==> config.mk <==
export PLATFORM = sky130hd
export DESIGN_NAME = fractional_n_divider_calc_unit
export DESIGN_NICKNAME = d
export VERILOG_FILES = /design/src/hdl/fndc_pkg.sv /design/src/hdl/fndc_clamp.sv /design/src/hdl/fractional_n_divider_calc_unit.sv
export SDC_FILE = /design/constraint.sdc
export NUM_CORES = 2
export LEC_CHECK = 0
export BUFFER_PORTS_ARGS = -buffer_cell sky130_fd_sc_hd__buf_4
export CAP_MARGIN = 20
export CORE_MARGIN = 3
export CORE_UTILIZATION = 40
export CTS_BUF_LIST = sky130_fd_sc_hd__clkbuf_16
export DETAILED_ROUTE_END_ITERATION = 16
export PLACE_DENSITY = 0.64
export SLEW_MARGIN = 25
export SYNTH_ARGS = -nofsm -noshare
export SYNTH_HDL_FRONTEND = slang
export SYNTH_SLANG_ARGS = --single-unit
==> constraint.sdc <==
create_clock -name clk -period 24 [get_ports clk]
set_input_delay 4.8 -clock clk [delete_from_list [all_inputs] [get_ports clk]]
set_output_delay 4.8 -clock clk [all_outputs]
set_load 0.005 [all_outputs]
==> src/hdl/fndc_pkg.sv <==
// ----------------------------------------------------------------------------
// fndc_pkg
// Shared types and constants for the fractional-N divider calculator.
// ----------------------------------------------------------------------------
package fndc_pkg;

  localparam int unsigned FreqW  = 56;
  localparam int unsigned FracFp = 24;
  localparam int unsigned DivW   = 27;
  localparam int unsigned IntW   = 8;
  localparam int unsigned FracW  = 10;

  // Frequency limits and band edges in 32.24 fixed-point hertz
  localparam logic [FreqW-1:0] FREQ_MIN_FP  = 56'(64'd2000 * 64'd1000000) << FracFp;
  localparam logic [FreqW-1:0] FREQ_MAX_FP  = 56'(64'd3000 * 64'd1000000) << FracFp;
  localparam logic [FreqW-1:0] EDGE_2400_FP = 56'(64'd2400 * 64'd1000000) << FracFp;
  localparam logic [FreqW-1:0] EDGE_2500_FP = 56'(64'd2500 * 64'd1000000) << FracFp;
  localparam logic [FreqW-1:0] EDGE_2600_FP = 56'(64'd2600 * 64'd1000000) << FracFp;

  // div = floor((f + 240e6) / 2^11 / 234375): VCO scale, rounding term and
  // 30 MHz step folded into one constant divide
  localparam logic [FreqW-1:0] ROUND_OFS = 56'd240000000;
  localparam logic [17:0]      DIV_D     = 18'd234375;
  // floor(2^49 / 234375): reciprocal for the top 32 bits of the sum
  localparam logic [31:0]      RECIP_M   = 32'd2401919801;
  // 30e6 * 16: hertz per divider step
  localparam logic [28:0]      TUNE_STEP = 29'd480000000;

  localparam logic [1:0] LO_BAND_0 = 2'd0;
  localparam logic [1:0] LO_BAND_1 = 2'd1;
  localparam logic [1:0] LO_BAND_2 = 2'd2;
  localparam logic [1:0] LO_BAND_3 = 2'd3;

  typedef struct packed {
    logic [1:0] lo_band;
    logic       front_band;
  } band_t;

endpackage

==> src/hdl/fndc_clamp.sv <==
// ----------------------------------------------------------------------------
// fndc_clamp
// Saturates the requested frequency and decodes the LO and front-end bands.
// ----------------------------------------------------------------------------
module fndc_clamp (
  input  logic [fndc_pkg::FreqW-1:0] freq,
  output logic [fndc_pkg::FreqW-1:0] freq_sat,
  output fndc_pkg::band_t            band
);
  import fndc_pkg::*;

  always_comb begin
    if (freq > FREQ_MAX_FP) begin
      freq_sat = FREQ_MAX_FP;
    end else if (freq < FREQ_MIN_FP) begin
      freq_sat = FREQ_MIN_FP;
    end else begin
      freq_sat = freq;
    end
  end

  always_comb begin
    if (freq_sat < EDGE_2400_FP) begin
      band.lo_band = LO_BAND_0;
    end else if (freq_sat < EDGE_2500_FP) begin
      band.lo_band = LO_BAND_1;
    end else if (freq_sat < EDGE_2600_FP) begin
      band.lo_band = LO_BAND_2;
    end else begin
      band.lo_band = LO_BAND_3;
    end
    band.front_band = (freq_sat >= EDGE_2500_FP);
  end

endmodule

==> src/hdl/fractional_n_divider_calc_unit.sv <==
// ----------------------------------------------------------------------------
// fractional_n_divider_calc_unit
// Fractional-N synthesizer divider words and tuned frequency from a request.
// ----------------------------------------------------------------------------
// Usage:
//   The input channel carries one beat per request: in_req_freq (unsigned
//   32.24 hertz) and in_program_req. The result channel returns one beat per
//   request, in order: LO and front-end band indexes, the 8-bit integer
//   divider, the two 10-bit fraction words, the tuned frequency and the
//   apply flag. The request is saturated to 2000..3000 MHz before any other
//   step. The pipeline has six register stages. Throughput is one beat per
//   cycle while the receiver does not stall; the stage count is set by
//   the constant divide, done as a 32x32 reciprocal multiply, a 27x18
//   remainder multiply and a one-step correction, plus the 27x29
//   tuned-frequency multiply in front of the output register.
//   When the receiver stalls, the output beat holds and earlier stages keep
//   filling bubbles; in_stall rises only once every stage holds a beat.
//   Reset empties the pipeline; the block accepts a beat the cycle after.
// ----------------------------------------------------------------------------
module fractional_n_divider_calc_unit (
  input  logic                              clk,
  input  logic                              rst_n,
  input  logic                              in_valid,
  output logic                              in_stall,
  input  logic [fndc_pkg::FreqW-1:0]        in_req_freq,
  input  logic                              in_program_req,
  output logic                              out_valid,
  input  logic                              out_stall,
  output logic [1:0]                        out_lo_band,
  output logic                              out_front_band,
  output logic [fndc_pkg::IntW-1:0]         out_int_div,
  output logic [fndc_pkg::FracW-1:0]        out_frac_high,
  output logic [fndc_pkg::FracW-1:0]        out_frac_low,
  output logic [fndc_pkg::FreqW-1:0]        out_tuned_freq,
  output logic                              out_apply
);
  import fndc_pkg::*;

  // Stage valid bits
  logic s1_v_r, s2_v_r, s3_v_r, s4_v_r, s5_v_r, out_valid_r;
  logic s1_v_nxt, s2_v_nxt, s3_v_nxt, s4_v_nxt, s5_v_nxt, out_valid_nxt;
  // Per-stage load enables: a stage loads when empty or when it drains
  logic rdy1, rdy2, rdy3, rdy4, rdy5, out_rdy;

  // Stage 1: captured request
  logic [FreqW-1:0] s1_freq_r;
  logic             s1_prog_r;

  // Stage 2: saturated, banded, offset sum split for the divide
  logic [FreqW-1:0] freq_sat;
  band_t            band;
  logic [FreqW-1:0] sum;
  band_t            s2_band_r;
  logic             s2_prog_r;
  logic [19:0]      s2_ylo_r;
  logic [31:0]      s2_yt_r;

  // Stage 3: quotient estimate (never high, at most one low)
  logic [63:0]      recip_prod;
  band_t            s3_band_r;
  logic             s3_prog_r;
  logic [19:0]      s3_ylo_r;
  logic [DivW-1:0]  s3_q_r;

  // Stage 4: low bits of quotient times divisor
  logic [44:0]      qd_prod;
  band_t            s4_band_r;
  logic             s4_prog_r;
  logic [19:0]      s4_ylo_r;
  logic [DivW-1:0]  s4_q_r;
  logic [19:0]      s4_qdlo_r;

  // Stage 5: corrected divider
  logic [19:0]      rem;
  logic [DivW-1:0]  div_fix;
  band_t            s5_band_r;
  logic             s5_prog_r;
  logic [DivW-1:0]  s5_div_r;

  // Output register
  logic [FreqW-1:0] tuned_prod;
  band_t            out_band_r;
  logic             out_apply_r;
  logic [DivW-1:0]  out_div_r;
  logic [FreqW-1:0] out_tuned_r;

  // Ready chain, from the receiver back to the input
  assign out_rdy  = !out_valid_r || !out_stall;
  assign rdy5     = !s5_v_r || out_rdy;
  assign rdy4     = !s4_v_r || rdy5;
  assign rdy3     = !s3_v_r || rdy4;
  assign rdy2     = !s2_v_r || rdy3;
  assign rdy1     = !s1_v_r || rdy2;
  assign in_stall = !rdy1;

  assign s1_v_nxt      = rdy1    ? in_valid : s1_v_r;
  assign s2_v_nxt      = rdy2    ? s1_v_r   : s2_v_r;
  assign s3_v_nxt      = rdy3    ? s2_v_r   : s3_v_r;
  assign s4_v_nxt      = rdy4    ? s3_v_r   : s4_v_r;
  assign s5_v_nxt      = rdy5    ? s4_v_r   : s5_v_r;
  assign out_valid_nxt = out_rdy ? s5_v_r   : out_valid_r;

  always_ff @(posedge clk) begin
    if (!rst_n) begin
      s1_v_r      <= 1'b0;
      s2_v_r      <= 1'b0;
      s3_v_r      <= 1'b0;
      s4_v_r      <= 1'b0;
      s5_v_r      <= 1'b0;
      out_valid_r <= 1'b0;
    end else begin
      s1_v_r      <= s1_v_nxt;
      s2_v_r      <= s2_v_nxt;
      s3_v_r      <= s3_v_nxt;
      s4_v_r      <= s4_v_nxt;
      s5_v_r      <= s5_v_nxt;
      out_valid_r <= out_valid_nxt;
    end
  end

  // Saturate and decode bands
  fndc_clamp u_clamp (
    .freq     (s1_freq_r),
    .freq_sat (freq_sat),
    .band     (band)
  );

  // (f + 240e6) >> 11 is the dividend; its top 32 bits feed the reciprocal
  // and its low 20 bits feed the remainder check
  assign sum        = freq_sat + ROUND_OFS;
  assign recip_prod = 64'(s2_yt_r) * 64'(RECIP_M);
  assign qd_prod    = 45'(s3_q_r) * 45'(DIV_D);
  // Remainder is below twice the divisor, so 20 bits wrap cleanly
  assign rem        = s4_ylo_r - s4_qdlo_r;
  assign div_fix    = s4_q_r + DivW'(rem >= 20'(DIV_D));
  assign tuned_prod = 56'(s5_div_r) * 56'(TUNE_STEP);

  always_ff @(posedge clk) begin
    if (rdy1 && in_valid) begin
      s1_freq_r <= in_req_freq;
      s1_prog_r <= in_program_req;
    end
    if (rdy2 && s1_v_r) begin
      s2_band_r <= band;
      s2_prog_r <= s1_prog_r;
      s2_ylo_r  <= sum[30:11];
      s2_yt_r   <= sum[55:24];
    end
    if (rdy3 && s2_v_r) begin
      s3_band_r <= s2_band_r;
      s3_prog_r <= s2_prog_r;
      s3_ylo_r  <= s2_ylo_r;
      s3_q_r    <= recip_prod[62:36];
    end
    if (rdy4 && s3_v_r) begin
      s4_band_r <= s3_band_r;
      s4_prog_r <= s3_prog_r;
      s4_ylo_r  <= s3_ylo_r;
      s4_q_r    <= s3_q_r;
      s4_qdlo_r <= qd_prod[19:0];
    end
    if (rdy5 && s4_v_r) begin
      s5_band_r <= s4_band_r;
      s5_prog_r <= s4_prog_r;
      s5_div_r  <= div_fix;
    end
    if (out_rdy && s5_v_r) begin
      out_band_r  <= s5_band_r;
      out_apply_r <= s5_prog_r;
      out_div_r   <= s5_div_r;
      out_tuned_r <= tuned_prod;
    end
  end

  assign out_valid      = out_valid_r;
  assign out_lo_band    = out_band_r.lo_band;
  assign out_front_band = out_band_r.front_band;
  assign out_int_div    = {1'b0, out_div_r[DivW-1:20]};
  assign out_frac_high  = out_div_r[19:10];
  assign out_frac_low   = out_div_r[9:0];
  assign out_tuned_freq = out_tuned_r;
  assign out_apply      = out_apply_r;

  // The front-end band follows the upper LO band bit
  a_front_band: assert property (@(posedge clk) disable iff (!rst_n)
    out_valid_r |-> (out_front_band == out_lo_band[1]))
    else $error("front-end band disagrees with LO band");

  // Saturated input keeps the integer divider within 66..100
  a_int_range: assert property (@(posedge clk) disable iff (!rst_n)
    out_valid_r |-> (out_int_div >= 8'd66 && out_int_div <= 8'd100))
    else $error("integer divider out of range");

  // Reciprocal estimate is off by at most one step
  a_rem_bound: assert property (@(posedge clk) disable iff (!rst_n)
    s4_v_r |-> (rem < 20'(2 * 234375)))
    else $error("quotient estimate off by more than one");

  // Stall the input only when the whole pipeline is full and held
  a_stall_full: assert property (@(posedge clk) disable iff (!rst_n)
    in_stall |-> (s1_v_r && s5_v_r && out_valid_r && out_stall))
    else $error("input stalled with room in the pipeline");

endmodule
======== After elaboration in Yosys (flattened, before gate mapping) ========
Index checks and enable logic that the tools add are counted.
operators by class
  reduce and logical (&&, ||, !) cells .... 21
  multipliers ............................. 3
  $add $sub $neg .......................... 3
  multiplexer cells ....................... 4
  order comparisons ....................... 7
operators with widths
  kind                      number
  $lt A56 B56 Y1 const B    3
  $mux W56                  2
  $mul A32 B32 Y63 const B  1
  $add A56 B28 Y56 const B  1
  $ge A56 B56 Y1 const B    1
  $gt A56 B56 Y1 const B    1
  $lt A56 B55 Y1 const B    1
  $mul A27 B18 Y45 const B  1
  $add A27 B1 Y27           1
  $mul A27 B18 Y20 const B  1
  $ge A20 B18 Y1 const B    1
  $sub A20 B20 Y20          1
  $logic_not A1 Y1          8
  $logic_and A1 B1 Y1       6
  $logic_or A1 B1 Y1        6
  $mux W1                   2
  $reduce_or A2 Y1          1
word-level totals
  bits of input ports ..................... 61
  output and inout port bits .............. 90
  register bits after elaboration ......... 348
  word-level logic and storage cells ...... 72

======== Depth between registers and ports, before layout ========
  word-level depth ........................ 8
  gate-level depth with buffers ........... 25
  depth with buffers taken out ............ 25

======== Modules after synthesis ========
From an unflattened synthesis, not the netlist that was laid out.
unflattened totals
  cell total of the unflattened synthesis .. 3,683
  area total of the unflattened synthesis .. 41,687.5 um2
modules (own cells, without submodules)
  module                          sequential area each (um2)  times used  cells each  area each (um2)
  fractional_n_divider_calc_unit  10,119.7                    1           3,524       40,736.6
  fndc_clamp                      0.0                         1           159         950.9

======== Least setup slack after synthesis ========
OpenSTA, ideal clock, no wires.
  kind .................................... input to register
  start ................................... input port out_stall
  end ..................................... register out_apply_r, in the netlist out_apply (enable)
  arrival time ............................ 10,257 ps
  data required time ...................... 23,378 ps
  setup slack ............................. 13,121 ps
  buffers on the path ..................... 0
  cell stages on the path ................. 1
  setup time .............................. 622 ps
  path through ............................ a21boi_0
between the ends
  cells in the longest elaborated chain, start to end .. 3
RTL lines
  item                  line                                   text
  from (decl)           fractional_n_divider_calc_unit.sv:28   input logic out_stall,
  $logic_not A1 Y1      fractional_n_divider_calc_unit.sv:88   assign out_rdy = !out_valid_r || !out_stall;
  $logic_or A1 B1 Y1    fractional_n_divider_calc_unit.sv:88
  $logic_and A1 B1 Y1   fractional_n_divider_calc_unit.sv:167  if (out_rdy && s5_v_r) begin
  to (signal assigned)  fractional_n_divider_calc_unit.sv:169  out_apply_r <= s5_prog_r;
  to (decl)             fractional_n_divider_calc_unit.sv:83   logic out_apply_r;
Every way passes these cells.
A chain may end at the register's enable or synchronous reset.

======== Final worst setup path ========
  start ................................... input port out_stall
  end ..................................... output port in_stall
between the ends
  cells in the longest elaborated chain, start to end .. 8
RTL lines
  item                line                                  text
  $logic_not A1 Y1    fractional_n_divider_calc_unit.sv:88
  $logic_or A1 B1 Y1  fractional_n_divider_calc_unit.sv:88
  $logic_or A1 B1 Y1  fractional_n_divider_calc_unit.sv:89  assign rdy5 = !s5_v_r || out_rdy;
  $logic_or A1 B1 Y1  fractional_n_divider_calc_unit.sv:90  assign rdy4 = !s4_v_r || rdy5;
  $logic_or A1 B1 Y1  fractional_n_divider_calc_unit.sv:91  assign rdy3 = !s3_v_r || rdy4;
  $logic_or A1 B1 Y1  fractional_n_divider_calc_unit.sv:92  assign rdy2 = !s2_v_r || rdy3;
  $logic_or A1 B1 Y1  fractional_n_divider_calc_unit.sv:93  assign rdy1 = !s1_v_r || rdy2;
  $logic_not A1 Y1    fractional_n_divider_calc_unit.sv:94  assign in_stall = !rdy1;
  to (decl)           fractional_n_divider_calc_unit.sv:24  output logic in_stall,
Every way passes these cells.

==> impl_metrics.csv <==
group,metric,value,unit
route,ant_nets,0,
logic_synthesis,synth_top_flop_cell,"edfxtp_1",
placed_design,io_buffers,138,
logic_synthesis,yosys-top-cells-count,"962 x inv_1, 729 x ha_1, 605 x fa_1",
setup_path,cp-startpoint,"out_stall",
final_layout,synthToLayoutAreaGrowth,9.88,%
timing,fmax,92.1,MHz
hold_path,min_path_type,"flop to flop",
logic_synthesis,synth-seq-area-share,24.5,%
logic_synthesis,synth_most_common_cell,"inv_1",
setup_path,cp.required,19.20,ns
final_layout,post-route-cell-area,0.0453,mm2
hold_path,min_from,"s2_ylo_r[12]",
setup_path,start_kind,"input port",
clock_tree,clock_latency,0.59,ns
setup_path,rr_startpoint,"s2_yt_r[6]",
outcome,outcome,"completed",
clock_tree,cts-root-buf,"clkbuf_16",
floorplanning,die_h,327,um
clock_tree,clock-sinks,339,
setup_path,path_max_fanout,5,
timing,fin_crit,10.86,ns
logic_synthesis,synth_top_area_share,29.3,%
clock_tree,htree_num_levels,2,
route,vias,25200,
logic_synthesis,ys_types,73,
floorplanning,start_util,40.4,%
route,vias_per_cell,4.85,
route,firstDrtPassIters,5,
floorplanning,core_area,0.102,mm2
timing,setup_ws,13.14,ns
logic_synthesis,yosys-top-cells-area,"fa_1 29%, edfxtp_1 24%, ha_1 22%",
timing,setup_viol,0,
clock_tree,cts_inserted_buffers,39,
timing,rsz0062_at_grt,"no",
timing,worstMarginPinSlew,0.950,ns
floorplanning,ios,151,
logic_synthesis,yosys.area.top_type,"fa_1",
timing,slew_viol_final,0,
logic_synthesis,synth_warnings,0,
final_layout,fin_nets,5200,
clock_tree,cts.path.max_buffers,3,
floorplanning,num_rows,117,
logic_synthesis,syn_avg_cell_area,11.4,um2
clock_tree,clk_pin_slew,0.06,ns
timing,finalCritPeriodShare,45.2,%
timing,hold_viol,0,
route,wire_per_inst,17.5,um
timing,fin_skew,0.0139,ns
placed_design,gp_congestion,0.923,
logic_synthesis,syn_inst,3631,
clock_tree,postCtsSetupBuffers,0,
timing,maxSlewHeadroom,36.7,%
timing,fin_setup_tns,0,ns
placed_design,placed_area,0.0441,mm2
floorplanning,dieArea,0.107,mm2
route,drt_iter0_markers,1202,
clock_tree,cts_hold_buffers,0,
floorplanning,die_w,327,um
setup_path,endpoint_kind,"primary output",
final_layout,final_core_util,44.4,%
global_route,grt_pass1_vias,26900,
logic_synthesis,synth_edf_count,333,
global_route,gr-total-overflow,0,
logic_synthesis,synth_seq_cells,339,
placed_design,pre_cts_ws,13.13,ns
placed_design,place_hpwl,77.9,mm
route,drcViolationCount,0,
clock_tree,cts_resized,0,
setup_path,critPathKind,"input port to primary output",
logic_synthesis,synth_area,0.0413,mm2
global_route,grt_max_degree,71,
logic_synthesis,async_flop_share,0,%
route,wl,90.8,mm
global_route,antenna_found_initial,4,
setup_path,arrival,6.06,ns
final_layout,final_layout_size_suffix_gt1_share,6.10,%
global_route,grt_usage,17.6,%
run,cap_violations,0,
global_route,grt_pass1_wl,146,mm
clock_tree,cts_tree,"built",
## layer usage
metal  GRT usage [%]  vias up  share of wire, %
met5               0        -                 0
met4            5.79        0               3.4
met3            3.17      146               5.4
met2            29.7      574                48
met1            23.0    12400                43
li1                -    12100                 -
## state kept, by name (all words and copies together), names as in the netlist, 20 cells and up
signal,count
s4_q_r,27
s1_freq_r,56
s3_q_r,27
s4_ylo_r,20
s3_ylo_r,20
out_tuned_freq,44
s2_yt_r,26
s5_div_r,27
out_div_r,27
## cells in the final DEF, fill, tap and decap left out, drive strengths merged, types with 11 or more instances in the layout
master and instances:
and3 27, nor3 21, xnor2 120, conb 12
nand2 97, nor4 11, xor2 62, clkbuf 39
o21a 20, o21ai 72, inv 970, nand2b 13
edfxtp 333, a21o 40, and4 14, a211oi 17
ha 729, nor2 101, buf 151, fa 605
nor2b 23, clkinv 18, a21oi 108, nand4 24
a31oi 17, nand3 49, o21bai 15
## layout make-up
| type | count | area (um2) |
|---|---|---|
| antenna | 1 | 2.50 |
| clock buffer | 39 | 976 |
| clock inverter | 31 | 309 |
| fill | 9443 | 56700 |
| inverter | 962 | 3610 |
| multi-input combinational | 2312 | 27500 |
| sequential | 339 | 10100 |
| tap | 1368 | 1710 |
| timing repair buffer | 151 | 1130 |
## kinds of logic (layout without fill, tap and decap cells)
| group | count (synthesis) | after routing | share of synthesized area [%] |
|---|---|---|---|
| buf+inv | 991 | 1183 | 9.13 |
| simple gates | 414 | 414 | 5.11 |
| mux | 1 | 1 | 0.0243 |
| flops | 339 | 339 | 24.5 |
| other cells | 1 | 13 | 0.00909 |
| compound gates | 369 | 369 | 5.89 |
| xor+xnor | 182 | 182 | 3.86 |
| fa+ha+maj | 1334 | 1334 | 51.5 |
## worst paths after layout
path                       end  slack, ns  cells after the start
hold / removal    s3_ylo_r[12]       0.42                      0
setup reg to reg    s3_q_r[25]      15.36                     21
setup / recovery      in_stall      13.14                      5
hold reg to reg   s3_ylo_r[12]       0.42                      0
## critical path, stage by stage
cell and delay (ns):
buf_4 0.10, and3_1 0.33, and3_1 0.37, and3_1 0.30, buf_4 0.14
## per-stage QoR
| stage | cells | hold WS (ns) |
|---|---|---|
| after floorplan | 3642 | 0.400 |
| after global placement | 5132 | 0.401 |
| after detailed placement | 5132 | 0.405 |
| after CTS | 5202 | 0.412 |
| after global routing | 5202 | 0.421 |
| final | 5203 | 0.415 |
Power is not shown: default switching activity piles up to over one toggle a cycle in this logic, so the estimate is an artifact.
